--- config.mk ---
export PLATFORM = sky130hd
export DESIGN_NAME = json_comment_stripper
export DESIGN_NICKNAME = d
export VERILOG_FILES = /design/src/sv/jcs_pkg.sv /design/src/sv/json_comment_stripper.sv /design/src/sv/jcs_front.sv /design/src/sv/jcs_queue.sv /design/src/sv/jcs_back.sv
export SDC_FILE = /design/constraint.sdc
export NUM_CORES = 1
export LEC_CHECK = 0
export ABC_AREA = 1
export BUFFER_PORTS_ARGS = -buffer_cell sky130_fd_sc_hd__buf_2
export CAP_MARGIN = 10
export CORE_MARGIN = 1
export CORE_UTILIZATION = 60
export DETAILED_ROUTE_END_ITERATION = 10
export PLACE_DENSITY_LB_ADDON = 0.05
export SLEW_MARGIN = 40
export SYNTH_ARGS = -nofsm -noshare
export SYNTH_HDL_FRONTEND = slang
export SYNTH_SLANG_ARGS = --single-unit
--- constraint.sdc ---
create_clock -name aclk -period 7.7 [get_ports aclk]
set_input_delay 0.77 -clock aclk [delete_from_list [all_inputs] [get_ports aclk]]
set_output_delay 0.77 -clock aclk [all_outputs]
set_load 0.005 [all_outputs]
--- src/sv/jcs_pkg.sv ---
// ----------------------------------------------------------------------------
// jcs_pkg
// Types and character codes shared by the comment stripper modules.
// ----------------------------------------------------------------------------
package jcs_pkg;

    localparam int UNIT_BITS = 16;
    localparam int QUEUE_DEPTH = 4;
    localparam int QUEUE_PTR_BITS = $clog2(QUEUE_DEPTH);
    localparam int QUEUE_CNT_BITS = $clog2(QUEUE_DEPTH + 1);

    localparam logic [UNIT_BITS-1:0] CH_BACKSLASH = 16'h005C;
    localparam logic [UNIT_BITS-1:0] CH_QUOTE     = 16'h0022;
    localparam logic [UNIT_BITS-1:0] CH_SLASH     = 16'h002F;
    localparam logic [UNIT_BITS-1:0] CH_STAR      = 16'h002A;
    localparam logic [UNIT_BITS-1:0] CH_NEWLINE   = 16'h000A;

    typedef enum logic [6:0] {
        MODE_NORMAL     = 7'b0000001,
        MODE_HELD       = 7'b0000010,
        MODE_STR        = 7'b0000100,
        MODE_STR_ESC    = 7'b0001000,
        MODE_LINE       = 7'b0010000,
        MODE_BLOCK      = 7'b0100000,
        MODE_BLOCK_STAR = 7'b1000000
    } scan_mode_t;

    typedef struct packed {
        logic                 emit_slash;
        logic                 emit_unit;
        logic [UNIT_BITS-1:0] unit;
        logic                 text_fin;
    } job_t;

    typedef struct packed {
        logic valid;
        job_t job;
    } queue_head_t;

endpackage

--- src/sv/json_comment_stripper.sv ---
// The stripper takes one code unit per cycle and passes text on with line and
// block comments removed; a unit is taken in every cycle while the four-entry
// job queue has room. Most units give one result transfer; a held slash
// followed by a unit that does not open a comment gives two, and those two
// leave the output register one after the other, so with m_tready high the
// output side sets the sustained rate at one result per cycle. A dropped
// unit that is not the last of the text gives no transfer; the last unit
// always gives one marked as the end of the text.
// ----------------------------------------------------------------------------
// json_comment_stripper
// Streaming comment remover for JSON text with comments.
// ----------------------------------------------------------------------------
module json_comment_stripper
    import jcs_pkg::*;
#(
    parameter int UNIT_WIDTH = 16
) (
    input  logic                 aclk,
    input  logic                 aresetn,
    input  logic                 s_tvalid,
    output logic                 s_tready,
    input  logic [UNIT_BITS-1:0] s_tdata,   // in_unit
    input  logic                 s_tlast,   // in_final
    output logic                 m_tvalid,
    input  logic                 m_tready,
    output logic [UNIT_BITS-1:0] m_tdata,   // out_unit
    output logic                 m_tlast,   // run_last
    output logic [1:0]           m_tuser    // unit_valid, text_end
);

    logic        push, pop, queue_full;
    job_t        push_job;
    queue_head_t head;

    jcs_front #(
        .UNIT_WIDTH(UNIT_WIDTH)
    ) u_front (
        .aclk      (aclk),
        .aresetn   (aresetn),
        .s_tvalid  (s_tvalid),
        .s_tready  (s_tready),
        .s_tdata   (s_tdata),
        .s_tlast   (s_tlast),
        .queue_full(queue_full),
        .push      (push),
        .push_job  (push_job)
    );

    jcs_queue u_queue (
        .aclk    (aclk),
        .aresetn (aresetn),
        .push    (push),
        .push_job(push_job),
        .full    (queue_full),
        .pop     (pop),
        .head    (head)
    );

    jcs_back u_back (
        .aclk    (aclk),
        .aresetn (aresetn),
        .head    (head),
        .pop     (pop),
        .m_tvalid(m_tvalid),
        .m_tready(m_tready),
        .m_tdata (m_tdata),
        .m_tlast (m_tlast),
        .m_tuser (m_tuser)
    );

endmodule

--- src/sv/jcs_front.sv ---
// ----------------------------------------------------------------------------
// jcs_front
// Scanner that tracks the text mode and turns each unit that gives output or ends the text into an output job.
// ----------------------------------------------------------------------------
module jcs_front
    import jcs_pkg::*;
#(
    parameter int UNIT_WIDTH = 16
) (
    input  logic                 aclk,
    input  logic                 aresetn,
    input  logic                 s_tvalid,
    output logic                 s_tready,
    input  logic [UNIT_BITS-1:0] s_tdata,
    input  logic                 s_tlast,
    input  logic                 queue_full,
    output logic                 push,
    output job_t                 push_job
);

    localparam int CmpWidth = (UNIT_WIDTH < UNIT_BITS) ? UNIT_WIDTH : UNIT_BITS;
    localparam logic [UNIT_BITS-1:0] UnitMask = UNIT_BITS'((64'd1 << CmpWidth) - 64'd1);

    scan_mode_t mode_reg, mode_next;
    logic [UNIT_BITS-1:0] c;
    logic fin, accept;
    logic plain_emit, emit_slash, emit_unit;
    scan_mode_t plain_mode;

    assign c = s_tdata & UnitMask;
    assign fin = s_tlast;
    assign s_tready = !queue_full;
    assign accept = s_tvalid && s_tready;

    always_comb begin
        if (c == CH_QUOTE) begin
            plain_emit = 1'b1;
            plain_mode = MODE_STR;
        end else if (c == CH_SLASH && !fin) begin
            plain_emit = 1'b0;
            plain_mode = MODE_HELD;
        end else begin
            plain_emit = 1'b1;
            plain_mode = MODE_NORMAL;
        end
    end

    always_comb begin
        emit_slash = 1'b0;
        emit_unit = 1'b0;
        mode_next = mode_reg;
        unique case (mode_reg)
            MODE_HELD: begin
                if (c == CH_SLASH) begin
                    mode_next = MODE_LINE;
                end else if (c == CH_STAR) begin
                    mode_next = MODE_BLOCK;
                end else begin
                    emit_slash = 1'b1;
                    emit_unit = plain_emit;
                    mode_next = plain_mode;
                end
            end
            MODE_STR: begin
                emit_unit = 1'b1;
                if (c == CH_BACKSLASH) begin
                    mode_next = MODE_STR_ESC;
                end else if (c == CH_QUOTE) begin
                    mode_next = MODE_NORMAL;
                end
            end
            MODE_STR_ESC: begin
                emit_unit = 1'b1;
                mode_next = MODE_STR;
            end
            MODE_LINE: begin
                if (c == CH_NEWLINE) begin
                    emit_unit = plain_emit;
                    mode_next = plain_mode;
                end
            end
            MODE_BLOCK: begin
                if (c == CH_STAR) begin
                    mode_next = MODE_BLOCK_STAR;
                end
            end
            MODE_BLOCK_STAR: begin
                if (c == CH_SLASH) begin
                    mode_next = MODE_NORMAL;
                end else if (c != CH_STAR) begin
                    mode_next = MODE_BLOCK;
                end
            end
            default: begin
                emit_unit = plain_emit;
                mode_next = plain_mode;
            end
        endcase
        if (fin) begin
            mode_next = MODE_NORMAL;
        end
    end

    assign push = accept && (emit_slash || emit_unit || fin);
    assign push_job = '{emit_slash: emit_slash, emit_unit: emit_unit,
                        unit: c, text_fin: fin};

    always_ff @(posedge aclk) begin
        if (!aresetn) begin
            mode_reg <= MODE_NORMAL;
        end else if (accept) begin
            mode_reg <= mode_next;
        end
    end

endmodule

--- src/sv/jcs_queue.sv ---
// ----------------------------------------------------------------------------
// jcs_queue
// Short job queue between the scanner and the output stage.
// ----------------------------------------------------------------------------
module jcs_queue
    import jcs_pkg::*;
(
    input  logic        aclk,
    input  logic        aresetn,
    input  logic        push,
    input  job_t        push_job,
    output logic        full,
    input  logic        pop,
    output queue_head_t head
);

    job_t slots_reg [QUEUE_DEPTH];
    logic [QUEUE_PTR_BITS-1:0] wr_ptr_reg, rd_ptr_reg;
    logic [QUEUE_CNT_BITS-1:0] count_reg, count_next;
    logic do_push, do_pop;

    assign full = (count_reg == QUEUE_CNT_BITS'(QUEUE_DEPTH));
    assign head.valid = (count_reg != '0);
    assign head.job = slots_reg[rd_ptr_reg];
    assign do_push = push && !full;
    assign do_pop = pop && head.valid;

    always_comb begin
        count_next = count_reg;
        if (do_push && !do_pop) begin
            count_next = count_reg + 1'b1;
        end else if (do_pop && !do_push) begin
            count_next = count_reg - 1'b1;
        end
    end

    always_ff @(posedge aclk) begin
        if (do_push) begin
            slots_reg[wr_ptr_reg] <= push_job;
        end
    end

    always_ff @(posedge aclk) begin
        if (!aresetn) begin
            wr_ptr_reg <= '0;
            rd_ptr_reg <= '0;
            count_reg <= '0;
        end else begin
            if (do_push) begin
                wr_ptr_reg <= wr_ptr_reg + 1'b1;
            end
            if (do_pop) begin
                rd_ptr_reg <= rd_ptr_reg + 1'b1;
            end
            count_reg <= count_next;
        end
    end

endmodule

--- src/sv/jcs_back.sv ---
// ----------------------------------------------------------------------------
// jcs_back
// Output stage that expands each job into one or two result transfers.
// ----------------------------------------------------------------------------
module jcs_back
    import jcs_pkg::*;
(
    input  logic                 aclk,
    input  logic                 aresetn,
    input  queue_head_t          head,
    output logic                 pop,
    output logic                 m_tvalid,
    input  logic                 m_tready,
    output logic [UNIT_BITS-1:0] m_tdata,
    output logic                 m_tlast,
    output logic [1:0]           m_tuser
);

    logic m_valid_reg;
    logic [UNIT_BITS-1:0] data_reg, data_next;
    logic last_reg, last_next;
    logic [1:0] user_reg, user_next;
    logic phase_reg, phase_next;
    logic take;

    assign take = head.valid && (!m_valid_reg || m_tready);

    always_comb begin
        phase_next = phase_reg;
        if (head.job.emit_slash && !phase_reg) begin
            data_next = CH_SLASH;
            last_next = !head.job.emit_unit;
            user_next = {head.job.text_fin && !head.job.emit_unit, 1'b1};
            pop = take && !head.job.emit_unit;
            if (take) begin
                phase_next = head.job.emit_unit;
            end
        end else begin
            data_next = head.job.emit_unit ? head.job.unit : '0;
            last_next = 1'b1;
            user_next = {head.job.text_fin, head.job.emit_unit};
            pop = take;
            if (take) begin
                phase_next = 1'b0;
            end
        end
    end

    always_ff @(posedge aclk) begin
        if (take) begin
            data_reg <= data_next;
            last_reg <= last_next;
            user_reg <= user_next;
        end
    end

    always_ff @(posedge aclk) begin
        if (!aresetn) begin
            m_valid_reg <= 1'b0;
            phase_reg <= 1'b0;
        end else begin
            phase_reg <= phase_next;
            if (take) begin
                m_valid_reg <= 1'b1;
            end else if (m_tready) begin
                m_valid_reg <= 1'b0;
            end
        end
    end

    assign m_tvalid = m_valid_reg;
    assign m_tdata = data_reg;
    assign m_tlast = last_reg;
    assign m_tuser = user_reg;

endmodule

Word-level counts from Yosys, hierarchy flattened
Memory sizes are Yosys's and may differ from the RTL's. A register that Yosys moved wholly into a read port is not among the register bits.
Cells that the tools add are included.
{"block": "word_totals", "input_bits": 21, "out_inout_bits": 21, "register_bits": 35, "wordCells": 97, "mem_count": 1, "ramBits": 76}
{"memory": "u_queue.slots_reg", "words": 4, "width": 19, "read_ports": 1, "rd_ports_with_merged_regs": 1, "wr": 1, "line": "jcs_queue.sv:17", "rtl": "job_t slots_reg [QUEUE_DEPTH];"}
{"block": "op_classes", "n_bitwise": 1, "add_sub_neg": 4, "n_reduce_logical": 28, "n_mux": 35, "eq_ne": 17}
{"cell": "$mux W7", "n": 10}
{"cell": "$eq A16 B6 Y1 const B", "n": 3}
{"cell": "$pmux W7 S6", "n": 1}
{"cell": "$eq A16 B4 Y1 const B", "n": 1}
{"cell": "$eq A16 B7 Y1 const B", "n": 1}
{"cell": "$mux W1", "n": 16}
{"cell": "$ne A16 B6 Y1 const B", "n": 1}
{"cell": "$logic_and A1 B1 Y1", "n": 11}
{"cell": "$mux W2", "n": 4}
{"cell": "$ne A4 B2 Y1 const B", "n": 2}
{"cell": "$eq A7 B2 Y1 const B", "n": 1}
{"cell": "$eq A7 B3 Y1 const B", "n": 1}
{"cell": "$eq A7 B4 Y1 const B", "n": 1}
{"cell": "$eq A7 B5 Y1 const B", "n": 1}
{"cell": "$eq A7 B6 Y1 const B", "n": 1}
{"cell": "$eq A7 B7 Y1 const B", "n": 1}
{"cell": "$logic_not A1 Y1", "n": 7}
{"cell": "$mux W3", "n": 2}
{"cell": "$mux W6", "n": 1}
{"cell": "$ne A3 B2 Y1 const B", "n": 2}
{"cell": "$reduce_or A2 Y1", "n": 3}
{"cell": "$reduce_and A5 Y1", "n": 1}
{"cell": "$add A2 B1 Y2 const B", "n": 2}
{"cell": "$pmux W1 S4", "n": 1}
{"cell": "other kinds (7)", "n": 10}

Logic depth before layout (Yosys ltp)
Gate-level depths: netlist (run 1).
{"block": "logic_depth", "depth_word": 15, "ltp_mapped": 19, "depth_no_buf": 19}

By module
From an unflattened synthesis (run 1), not the netlist that was laid out.
{"block": "hier_totals", "cells_unflattened": 508, "hier_area_um2": 5112.4}
{"module": "jcs_queue", "area_per_inst_um2": 3350.7, "cells_each": 253, "instances": 1, "seq_area_each_um2": 2462.4}
{"module": "jcs_front", "area_per_inst_um2": 943.4, "cells_each": 183, "instances": 1, "seq_area_each_um2": 140.1}
{"module": "jcs_back", "area_per_inst_um2": 818.3, "cells_each": 72, "instances": 1, "seq_area_each_um2": 610.6}

Worst setup path before layout (run 1)
Ideal clock, no wire load.
{"block": "synth_timing", "path_type": "input to register", "startpoint": "in m_tready", "endpoint": "reg u_queue.count_reg[1]", "required_ps": 7581, "stages": 8, "t_arrival_ps": 3025, "setup_ps": 119, "slack_ps": 4556, "path_buffers": 0, "cell_sequence": "nor2_1 -> a31oi_1 -> nand2_2 -> ha_1 -> inv_1 -> fa_1 -> o21ai_0 -> a21oi_1"}
{"block": "synth_via", "elab_chain_cells": 8, "elab_cells_between_ends": 10, "cone_classes": "mux (2); reduce/logical (8)"}
{"item": "from (decl)", "line": "json_comment_stripper.sv:25", "rtl": "input logic m_tready,"}
{"item": "$logic_or A1 B1 Y1 *", "line": "jcs_back.sv:26", "rtl": "assign take = head.valid && (!m_valid_reg || m_tready);"}
{"item": "$logic_and A1 B1 Y1 *", "line": "jcs_back.sv:26"}
{"item": "named net u_back.take", "line": "jcs_back.sv:24", "rtl": "logic take;"}
{"item": "$logic_and A1 B1 Y1", "line": "jcs_back.sv:34", "rtl": "pop = take && !head.job.emit_unit;"}
{"item": "$mux W1 *", "line": "jcs_back.sv:30", "rtl": "if (head.job.emit_slash && !phase_reg) begin"}
{"item": "$logic_and A1 B1 Y1 *", "line": "jcs_queue.sv:26", "rtl": "assign do_pop = pop && head.valid;"}
{"item": "$logic_not A1 Y1 *", "line": "jcs_queue.sv:30", "rtl": "if (do_push && !do_pop) begin"}
{"item": "$logic_and A1 B1 Y1 *", "line": "jcs_queue.sv:30"}
{"item": "$mux W3 *", "line": "jcs_queue.sv:30"}
{"item": "named net u_queue.count_next[1]", "line": "jcs_queue.sv:19", "rtl": "logic [QUEUE_CNT_BITS-1:0] count_reg, count_next;"}
{"item": "to (signal assigned)", "line": "jcs_queue.sv:55", "rtl": "count_reg <= count_next;"}
{"item": "to (decl)", "line": "jcs_queue.sv:19"}
Mark *: on every way through the listed nets, which the timed path passes. The rest lies on a longest branch.
A chain may end at the register's enable or synchronous reset.

==> summary.txt, run 1 <==
Timing
  • Worst-Margin Slew: 633 ps
  • Max-slew violations: 0
  • Hold Slack: 467 ps
  • Clock skew: 10.3 ps
  • Tmin final: 3070 ps
  • # setup viols final: 0
  • RSZ-0062 raised after global routing: false
  • Final Hold Fails: 0
  • Final worst slack: 4630 ps
  • Max Fclk: 325 MHz
  • Setup TNS: 0 ps
  • Slew margin rel.: 57.7%
  • Tcrit/Tclk final: 39.9%

Placed design
  • Gp weighted congestion: 0.877
  • Input/output buffers: 41
  • DP HPWL: 5880 µm
  • Dpl ws: 4600 ps
  • Placed Instances: 607

Detailed routing
  • Routed via count: 3,392
  • DRT Pass-1 Iters: 5
  • Total wire length: 10,000 µm
  • First-iteration detailed-routing DRC count: 251
  • Drt via density: 5.32
  • Detail Route Antenna Nets: 0
  • Per-cell routed wire length: 15.7 µm
  • Drc violations: 0

Die
  • Core Footprint: 0.00777 mm²
  • Chip Height: 91.9 µm
  • Die width: 91.9 µm
  • Rows: 32
  • Die ar.: 0.00844 mm²
  • Initial Util: 62.4%
  • Io pins: 42

Run status
  • Outcome: completed

Synth
  • Unique cell type count in the Yosys netlist: 29
  • Yosys synthesis warning count: 0
  • Yosys reg bits: 113
  • Post-synth net total: 499
  • Synth Area per Inst: 10.3 µm²
  • Post-Syn Area: 0.00484 mm²
  • Post-Synthesis Cells: 472
  • Register area share after synthesis: 66.3%

Layout
  • Final cell count without fillers: 638
  • Final #Nets: 551
  • Share of cells above drive strength 1: 18.5%
  • ANT cells: 0
  • End-of-flow core utilization: 74.2%
  • Fillers: 557
  • Most frequent cells in the layout: edfxtp_1, nor2_1, nand2_1
  • Most common cell after layout, fill and taps aside: edfxtp_1
  • Area added between synthesis and finish: 18.9%
  • Max FFs per register: 76

Global route
  • Global-route wire length before repair: 16,600 µm
  • Gr usage total: 26.7%
  • GRT busiest layer: met2
  • Largest net degree at the start of global routing: 45
  • Initial antenna violation count: 0
  • Routing usage on met3: 6.97%
  • Total grt overflow: 0
  • Vias in the first global route: 3,414
  • Met1 global-route usage: 34.6%
  • Met2 usage: 42.6%

Clock network
  • CTS sink count: 113
  • CTS H-Tree Depth: 4
  • # Post-CTS Setup Buffers: 0
  • Clk root buf: clkbuf_8
  • Hold Buf Count CTS: 0
  • TritonCTS Buffers: 17
  • Resize count post-CTS: 0
  • CTS tree: built
  • CTS Buffer Depth: 2
  • Clock-pin slew on the worst setup and hold paths: 50 ps
  • Clock Latency Late Sink: 510 ps

Worst setup path
  • CP max-delay cell: dfxtp_1
  • Cell repeated most along the worst path: o21ai_0
  • Startpoint Class: flop
  • Critical path class: reg2reg
  • Worst stage delay on the critical path: 720 ps
  • Max Fanout on Critical Path: 24
  • CP cell instances: inv_2, nor2_1, o21ai_0, nand2_1, inv_1, nor2_1, nand2_2, nand2_2, ha_1, inv_1, fa_1, a21oi_1, o21ai_0, o21ai_0, a21oi_1
  • Critical Path End Type: flop
  • WP data arrival: 3460 ps
  • Worst endpoint required time: 8080 ps

Min path
  • Hold path startpoint: u_queue.rd_ptr_reg[1]
  • Worst hold path type: reg2reg

Run
  • Max-Cap Viols: 0

Power
  • VDD IR max: 0.249 mV
  • Leak: 2.35 nW
  • P per Cell Area: 381 mW/mm²
==> cells in the mapped netlist <==
cell type / n / area [µm²]
a21boi_1: 1 / 7.51
a21oi_1: 25 / 125
a31oi_1: 1 / 6.26
and2_1: 1 / 6.26
buf_2: 3 / 15.0
buf_4: 1 / 7.51
buf_6: 1 / 11.3
clkbuf_1: 8 / 30.0
clkbuf_4: 1 / 7.51
clkinv_1: 1 / 3.75
dfxtp_1: 18 / 360
edfxtp_1: 95 / 2850
fa_1: 1 / 20.0
ha_1: 5 / 62.6
inv_1: 49 / 184
inv_2: 5 / 18.8
nand2_1: 69 / 259
nand2_2: 5 / 31.3
nand3_1: 24 / 120
nand3_2: 3 / 30.0
nand4_1: 1 / 6.26
nor2_1: 94 / 353
nor2_2: 4 / 25.0
nor2_4: 2 / 22.5
nor3_1: 4 / 20.0
o21ai_0: 43 / 215
o21ai_1: 5 / 25.0
o22ai_1: 1 / 6.26
o22ai_2: 1 / 12.5
==> kinds of logic (layout without fill, tap and decap cells) <==
logic type | Yosys count | after routing | share of synthesized area [%]
and+or+nand+nor | 207 | 207 | 18.0
buffers and inverters | 69 | 133 | 5.73
DFF | 113 | 113 | 66.3
AOI/OAI and AO/OA | 77 | 77 | 8.21
adders and majority gates | 6 | 6 | 1.70
==> worst max-delay path: cells and delay by family, from the launching register on <==
family                   cells  cell delay [ps]
AO/OA/AOI/OAI                5              580
adder cells (fa/ha/maj)      2              570
buffers and inverters        3              490
flip-flops                   1              720
AND/OR/NAND/NOR              5              590
==> cell type report <==
class | instances | area [µm²] | share of cell area (%)
clock inverters | 14 | 190 | 3.30
well taps | 102 | 128 | 2.21
flip-flops and latches | 113 | 3210 | 55.8
repair buffers | 47 | 250 | 4.34
inverters | 55 | 206 | 3.58
clock buffers | 17 | 414 | 7.19
multi-input cells | 290 | 1360 | 23.6
==> routing by layer <==
metal / share of wire, % / routed length [µm]
met4: 1.5 / 152
met2: 49 / 4870
met1: 43 / 4360
met5: 0 / 0
met3: 6.5 / 654
==> worst paths after layout <==
| kind | end | slack (ps) | cells past startpoint |
|---|---|---|---|
| hold reg to reg | u_queue.rd_ptr_reg[1] | 470 | 2 |
| setup reg to reg | u_queue.count_reg[2] | 4630 | 15 |
| hold / removal | u_queue.rd_ptr_reg[1] | 470 | 2 |
| setup / recovery | u_queue.count_reg[2] | 4630 | 15 |
==> through the flow <==
stage          power, W  area (µm²)
5_1_grt         0.00231        5760
6_report        0.00220        5760
3_5_place_dp    0.00141        5160
3_3_place_gp    0.00139        5160
4_1_cts         0.00221        5760
2_1_floorplan   0.00123        4840
==> power breakdown <==
part	switching, W	leakage [nW]	internal [W]	total, W
clock network	0.000270	0.294	0.000522	0.000792
logic	0.000364	1.03	0.000167	0.000530
registers	0.0000458	1.03	0.000829	0.000875
total	0.000679	2.35	0.00152	0.00220
(Power assumes the default switching activity.)
==> run 2, diff against run 1 <==
Settings changed: CORE_UTILIZATION 60 to 53.
Clock period 7.7 ns to 2.6 ns, I/O delays scaled along.
==> summary.txt, run 2 (synthesis results as in run 1) <==
Run status
  • Outcome: complete, but fails checks
  • Failing checks: DRC

Run
  • Max-Cap Viols: 0 (unchanged)

Global route
  • Initial antenna violation count: 0 (unchanged)
  • Total grt overflow: 0 (unchanged)
  • Vias in the first global route: 3,177 (-6.9%)
  • Gr usage total: 21.8% (-4.8 points)
  • Largest net degree at the start of global routing: 30 (-33%)
  • Global-route wire length before repair: 15,500 µm (-6.9%)

Layout
  • Final instance area: 0.00600 mm² (+4.1%)
  • Max FFs per register: 76 (unchanged)
  • Most frequent cells in the layout: edfxtp_1, nor2_1, nand2_1
  • ANT cells: 0 (unchanged)
  • Most common cell after layout, fill and taps aside: edfxtp_1
  • Final #Nets: 570 (+3.4%)
  • Share of cells above drive strength 1: 21.0% (+2.6 points)
  • Fillers: 661 (+19%)
  • End-of-flow core utilization: 68.1% (-6.1 points)
  • Area added between synthesis and finish: 23.8%

Clock network
  • Clock Latency Late Sink: 510 ps (about the same)
  • Clk root buf: clkbuf_8
  • CTS sink count: 113 (unchanged)
  • CTS H-Tree Depth: 4 (unchanged)
  • CTS Buffer Depth: 2 (unchanged)
  • CTS tree: built
  • Clock-pin slew on the worst setup and hold paths: 60 ps (about the same)
  • TritonCTS Buffers: 17 (unchanged)

Power
  • Leak: 2.45 nW (+4.1%)
  • VDD IR max: 0.610 mV (+150%)
  • Total power: 0.00655 W (+200%)
  • P per Cell Area: 1090 mW/mm² (+190%)

Timing
  • Slew margin rel.: 64.4% (+6.7 points)
  • # setup viols final: 0 (unchanged)
  • Worst-Margin Slew: 533 ps (-100 ps)
  • Clock skew: 5.63 ps (-4.62 ps)
  • Final Hold Fails: 0 (unchanged)
  • Tmin final: 2450 ps
  • Max Fclk: 409 MHz
  • Tcrit/Tclk final: 94.1%
  • Max-slew violations: 0 (unchanged)

Detailed routing
  • Drc violations: 12 (+12)
  • Routed via count: 3,414 (+0.65%)
  • Drt via density: 5.14 (-3.3%)
  • Total wire length: 9440 µm (-5.9%)
  • DRT Pass-1 Iters: 8 (+3)
  • Per-cell routed wire length: 14.2 µm (-9.6%)
  • Detail Route Antenna Nets: 0 (unchanged)
  • First-iteration detailed-routing DRC count: 203 (-19%)

Worst setup path
  • WP data arrival: 2850 ps (-610 ps)
  • Cell repeated most along the worst path: inv_2
  • CP cell instances: dlygate4sd3_1, buf_2, nor2_1, nand2_1, nor2_4, buf_4, nand2_2, nand3_2, nand2_1, inv_2, nand3_2, nand2_2, inv_2, ha_1, inv_2, fa_2, o21ai_1, a21oi_1
  • Startpoint Class: input pin
  • Worst stage delay on the critical path: 540 ps (-180 ps)
  • Worst endpoint required time: 3000 ps (-5080 ps)
  • Max Fanout on Critical Path: 7 (-71%)
  • CP max-delay cell: dlygate4sd3_1
  • Critical path class: in2reg
  • Critical Path End Type: flop

Die
  • Initial Util: 55.0% (-7.4 points)
  • Core Footprint: 0.00881 mm² (+13%)
  • Chip Height: 97.6 µm (+6.3%)
  • Rows: 34 (+6.3%)
  • Die width: 97.6 µm (+6.3%)
  • Die ar.: 0.00953 mm² (+13%)
  • Io pins: 42 (unchanged)

Placed design
  • Post-DP Area: 0.00527 mm² (+2.1%)
  • Input/output buffers: 41 (unchanged)
  • Gp weighted congestion: 0.850 (-3.0%)
  • DP HPWL: 5730 µm (-2.6%)

Min path
  • Worst hold path type: in2reg
==> run 2: power by group <==
group | leakage [nW] | internal [W] | switching (W) | total, W
Combinational | 1.13 | 0.000586 | 0.00108 | 0.00166
Sequential | 1.03 | 0.00246 | 0.000128 | 0.00258
Clock | 0.292 | 0.00147 | 0.000830 | 0.00230
Total | 2.45 | 0.00451 | 0.00203 | 0.00655
==> run 2: layer usage <==
| layer | global-route usage [%] | part of all wire (%) | up-vias |
|---|---|---|---|
| met2 | 34.8 | 48 | 110 |
| li1 | - | - | 1728 |
| met5 | 0 | 0 | - |
| met4 | 10.0 | 1.6 | 0 |
| met3 | 5.18 | 4.7 | 14 |
| met1 | 28.4 | 46 | 1562 |
==> run 2: repair_timing <==
action | 4_1_cts | 5_1_grt
setup endpoints to repair | 0 | 2
resized for setup | 0 | 12
hold endpoints to repair | 40 | 0
buffers inserted | 0 | 2
hold buffers | 10 | 0
==> run 2: worst max-delay path, delay by kind of cell <==
family	cells	cell delay (ps)
buffers and inverters	6	1020
adder cells (fa/ha/maj)	2	600
AND/OR/NAND/NOR	8	800
AO/OA/AOI/OAI	2	160
==> run 2: worst paths after layout <==
kind	slack (ps)	endpoint	startpoint	cells past startpoint
max	150	u_queue.count_reg[1]	s_tdata[9]	18
min	10	u_queue.slots_reg[2][8]	s_tdata[7]	1
max reg2reg	230	u_queue.count_reg[2]	u_front.mode_reg[6]	17
min reg2reg	470	flop	u_queue.rd_ptr_reg[1]	2
==> run 2: layout make-up <==
class | instances | area, µm² | area share (%)
Clock inverter | 15 | 181 | 3.02
Clock buffer | 17 | 414 | 6.90
Multi-Input combinational cell | 290 | 1380 | 23.0
Sequential cell | 113 | 3210 | 53.6
Timing Repair Buffer | 66 | 468 | 7.80
Tap cell | 108 | 135 | 2.25
Inverter | 55 | 206 | 3.44
==> run 2: metrics by stage <==
stage          hold slack (ps)  setup TNS, ps  cells  worst slack, ps
2_1_floorplan              359              0    472              257
3_3_place_gp               445              0    620             84.1
3_5_place_dp               461              0    620             17.0
4_1_cts                   1.57              0    662             6.97
5_1_grt                   5.47          -18.7    664            -16.7
6_report                  10.6              0    664              153
==> run 3, diff against run 2 <==
Settings changed: ABC_AREA 1 to unset.
==> summary.txt, run 3 <==
Worst setup path
  • Worst R2R End: u_queue.count_reg[2]
  • RR Startpoint: u_front.mode_reg[6]
  • Worst endpoint required time: 3040 ps (+40 ps)
  • WP data arrival: 2990 ps (+140 ps)
  • Critical Path End Type: flop
  • Critical path class: in2reg
  • Max Fanout on Critical Path: 4 (-3)
  • Startpoint Class: input pin
  • Worst Reg2Reg Path Length in Cells: 12 (-5)
  • R2r setup slk: 90 ps (-140 ps)

Die
  • Chip Height: 96.4 µm (-1.2%)
  • Io pins: 42 (unchanged)
  • Core Footprint: 0.00868 mm² (-1.4%)
  • Die width: 96.4 µm (-1.2%)
  • Rows: 34 (unchanged)
  • Initial Util: 54.4% (-0.58 points)
  • Die ar.: 0.00930 mm² (-2.4%)

Synth
  • Area leader, netlist: edfxtp_1
  • Post-synth net total: 333 (-33%)
  • Main synth FF type: edfxtp_1
  • Top-count cell post-synth: edfxtp_1
  • Most frequent cells after synthesis: edfxtp_1, dfxtp_1, mux4_2, nor2_1, nand2_1
  • Yosys reg bits: 113 (unchanged)
  • Register area share after synthesis: 68.0% (+1.7 points)
  • Post-synth EDFFs: 95 (unchanged)
  • Post-Synthesis Cells: 306 (-35%)
  • Yosys top cell area share: 60.4% (+1.5 points)
  • Ranking of synthesized cells by area: edfxtp_1, mux4_2, dfxtp_1
  • Synth Area per Inst: 15.4 µm² (+50%)
  • Yosys synthesis warning count: 0 (unchanged)
  • Post-Syn Area: 0.00472 mm² (-2.5%)
  • Unique cell type count in the Yosys netlist: 47 (+62%)
  • Ys async rst share: 0% (unchanged)

Min path
  • Hold EP: u_back.m_tvalid
  • Hold Path Depth: 4 (+3)
  • Hold path startpoint: m_tready
  • Worst hold path type: in2reg

Clock network
  • Clock Latency Late Sink: 510 ps (about the same)
  • Clock-pin slew on the worst setup and hold paths: 60 ps (about the same)
  • CTS H-Tree Depth: 4 (unchanged)
  • CTS Buffer Depth: 2 (unchanged)
  • CTS tree: built
  • TritonCTS Buffers: 17 (unchanged)
  • Clk root buf: clkbuf_8
  • CTS sink count: 113 (unchanged)

Global route
  • Initial antenna violation count: 0 (unchanged)
  • Global-route wire length before repair: 14,400 µm (-7.3%)
  • Total grt overflow: 0 (unchanged)
  • Largest net degree at the start of global routing: 22 (-27%)
  • Vias in the first global route: 2,768 (-13%)
  • Gr usage total: 22.3% (+0.44 points)

Detailed routing
  • Drt via density: 5.52 (+7.4%)
  • Total wire length: 9310 µm (-1.4%)
  • Routed via count: 2,854 (-16%)
  • DRT Pass-1 Iters: 5 (-3)
  • Detail Route Antenna Nets: 0 (unchanged)
  • Per-cell routed wire length: 18.0 µm (+27%)
  • Drc violations: 0 (-12)
  • First-iteration detailed-routing DRC count: 161 (-21%)

Placed design
  • Placed Instances: 482 (-22%)
  • DP HPWL: 5970 µm (+4.2%)
  • Input/output buffers: 41 (unchanged)
  • Post-DP Area: 0.00540 mm² (+2.6%)
  • Gp weighted congestion: 0.891 (+4.8%)

Power
  • P per Cell Area: 991 mW/mm² (-9.2%)
  • VDD IR max: 0.492 mV (-19%)
  • Leak: 2.23 nW (-9.0%)

Run status
  • Outcome: completed

Timing
  • Worst-Margin Slew: 541 ps (+8.09 ps)
  • RSZ-0062 raised after global routing: true
  • Max Fclk: 392 MHz (-4.1%)
  • Clock skew: 9.63 ps (+3.99 ps)
  • Slew margin rel.: 63.0% (-1.4 points)
  • Tcrit/Tclk final: 98.1% (+4.0 points)
  • Max-slew violations: 0 (unchanged)
  • # setup viols final: 0 (unchanged)
  • Final Hold Fails: 0 (unchanged)
  • Tmin final: 2550 ps (+104 ps)

Layout
  • Final cell count without fillers: 517 (-22%)
  • Area added between synthesis and finish: 27.9%
  • Fillers: 600 (-9.2%)
  • ANT cells: 0 (unchanged)
  • Final instance area: 0.00604 mm² (+0.77%)
  • Share of cells above drive strength 1: 40.3% (+19 points)
  • Most frequent cells in the layout: edfxtp_1, buf_2, buf_4
  • Final #Nets: 423 (-26%)
  • Sequential Area: 0.00322 mm² (+0.19%)
  • Most common cell after layout, fill and taps aside: edfxtp_1
  • Max FFs per register: 76 (unchanged)
  • Area of the multi-input gates: 0.00149 mm² (+7.7%)

Run
  • Max-Cap Viols: 0 (unchanged)
run 3: changes by cell type after synthesis, moves of 8 or more:
cell	previous run	this run
nor2b_1	0	12
o21ai_0	43	10
a21oi_1	25	7
nor2_1	94	18
mux4_2	0	18
nand3_1	24	5
inv_1	49	12
mux2i_1	0	8
nand2_1	69	17
run 3: cell type report:
class | count | area share [%]
inverter | 12 | 0.745
clock buffer | 17 | 6.85
timing repair buffer | 83 | 9.69
tap | 108 | 2.24
multi-input combinational | 169 | 24.6
sequential | 113 | 53.3
clock inverter | 15 | 2.63
run 3: kinds of logic (layout without fill, tap and decap cells):
family / count (synthesis) / in the layout / synth area share, %
xor+xnor: 6 / 6 / 1.11
fa+ha+maj: 6 / 6 / 1.75
mux: 28 / 28 / 10.8
flops: 113 / 113 / 68.0
compound gates: 30 / 30 / 4.16
buf+inv: 24 / 127 / 2.25
simple gates: 99 / 99 / 12.0
run 3: power breakdown:
| group | switching, W | internal, W | total, W |
|---|---|---|---|
| sequential | 0.000100 | 0.00237 | 0.00247 |
| clock | 0.000847 | 0.00137 | 0.00222 |
| combinational | 0.000661 | 0.000641 | 0.00130 |
| total | 0.00161 | 0.00438 | 0.00599 |
run 3: routing by layer:
layer | wire length [µm] | GRT usage (%) | up-vias
li1 | - | - | 1362
met1 | 4200 | 29.3 | 1404
met2 | 4630 | 35.2 | 73
met3 | 303 | 5.16 | 15
met4 | 176 | 10.5 | 0
met5 | 0 | 0 | -
run 3: metrics by stage:
| step | total power, W | hold slack [ps] | setup WS, ps | setup TNS, ps | utilization (%) |
|---|---|---|---|---|---|
| after floorplan | 0.00329 | 359 | -281 | -534 | - |
| after global placement | 0.00379 | 463 | -418 | -16210 | 62.3 |
| after detailed placement | 0.00383 | 487 | -463 | -20110 | 62.3 |
| after CTS | 0.00606 | 17.8 | 31.2 | 0 | 69.0 |
| after global routing | 0.00631 | 31.4 | -49.4 | -49.4 | 69.7 |
| final | 0.00599 | 30.7 | 49.3 | 0 | 69.7 |
run 3: critical path: stages:
cell	delay (ps)
buf_2	100
or4_4	580
nor4b_4	330
a21oi_2	120
nor3_2	220
o31a_1	220
ha_4	150
inv_2	40
fa_2	370
xor2_1	150
or3_1	310
a21oi_1	130
run 3: how the worst max path moves through the flow:
stage	start	end	slack [ps]	cells past startpoint
2_1_floorplan	s_tdata[10]	u_queue.count_reg[2]	-280	13
3_3_place_gp	s_tdata[10]	u_queue.count_reg[2]	-420	12
3_5_place_dp	s_tdata[10]	u_queue.count_reg[2]	-460	12
4_1_cts	u_front.mode_reg[6]	u_queue.count_reg[2]	30	12
5_1_grt	s_tdata[10]	u_queue.count_reg[2]	-50	12
6_report	s_tdata[10]	u_queue.count_reg[2]	50	12
run 3: timing repair:
action / 4_1_cts / 5_1_grt
endpoints found under the hold margin: 4 / 0
resized for setup: 0 / 13
endpoints found under the setup margin: 0 / 2
setup buffers: 0 / 2
hold buffers: 1 / 0
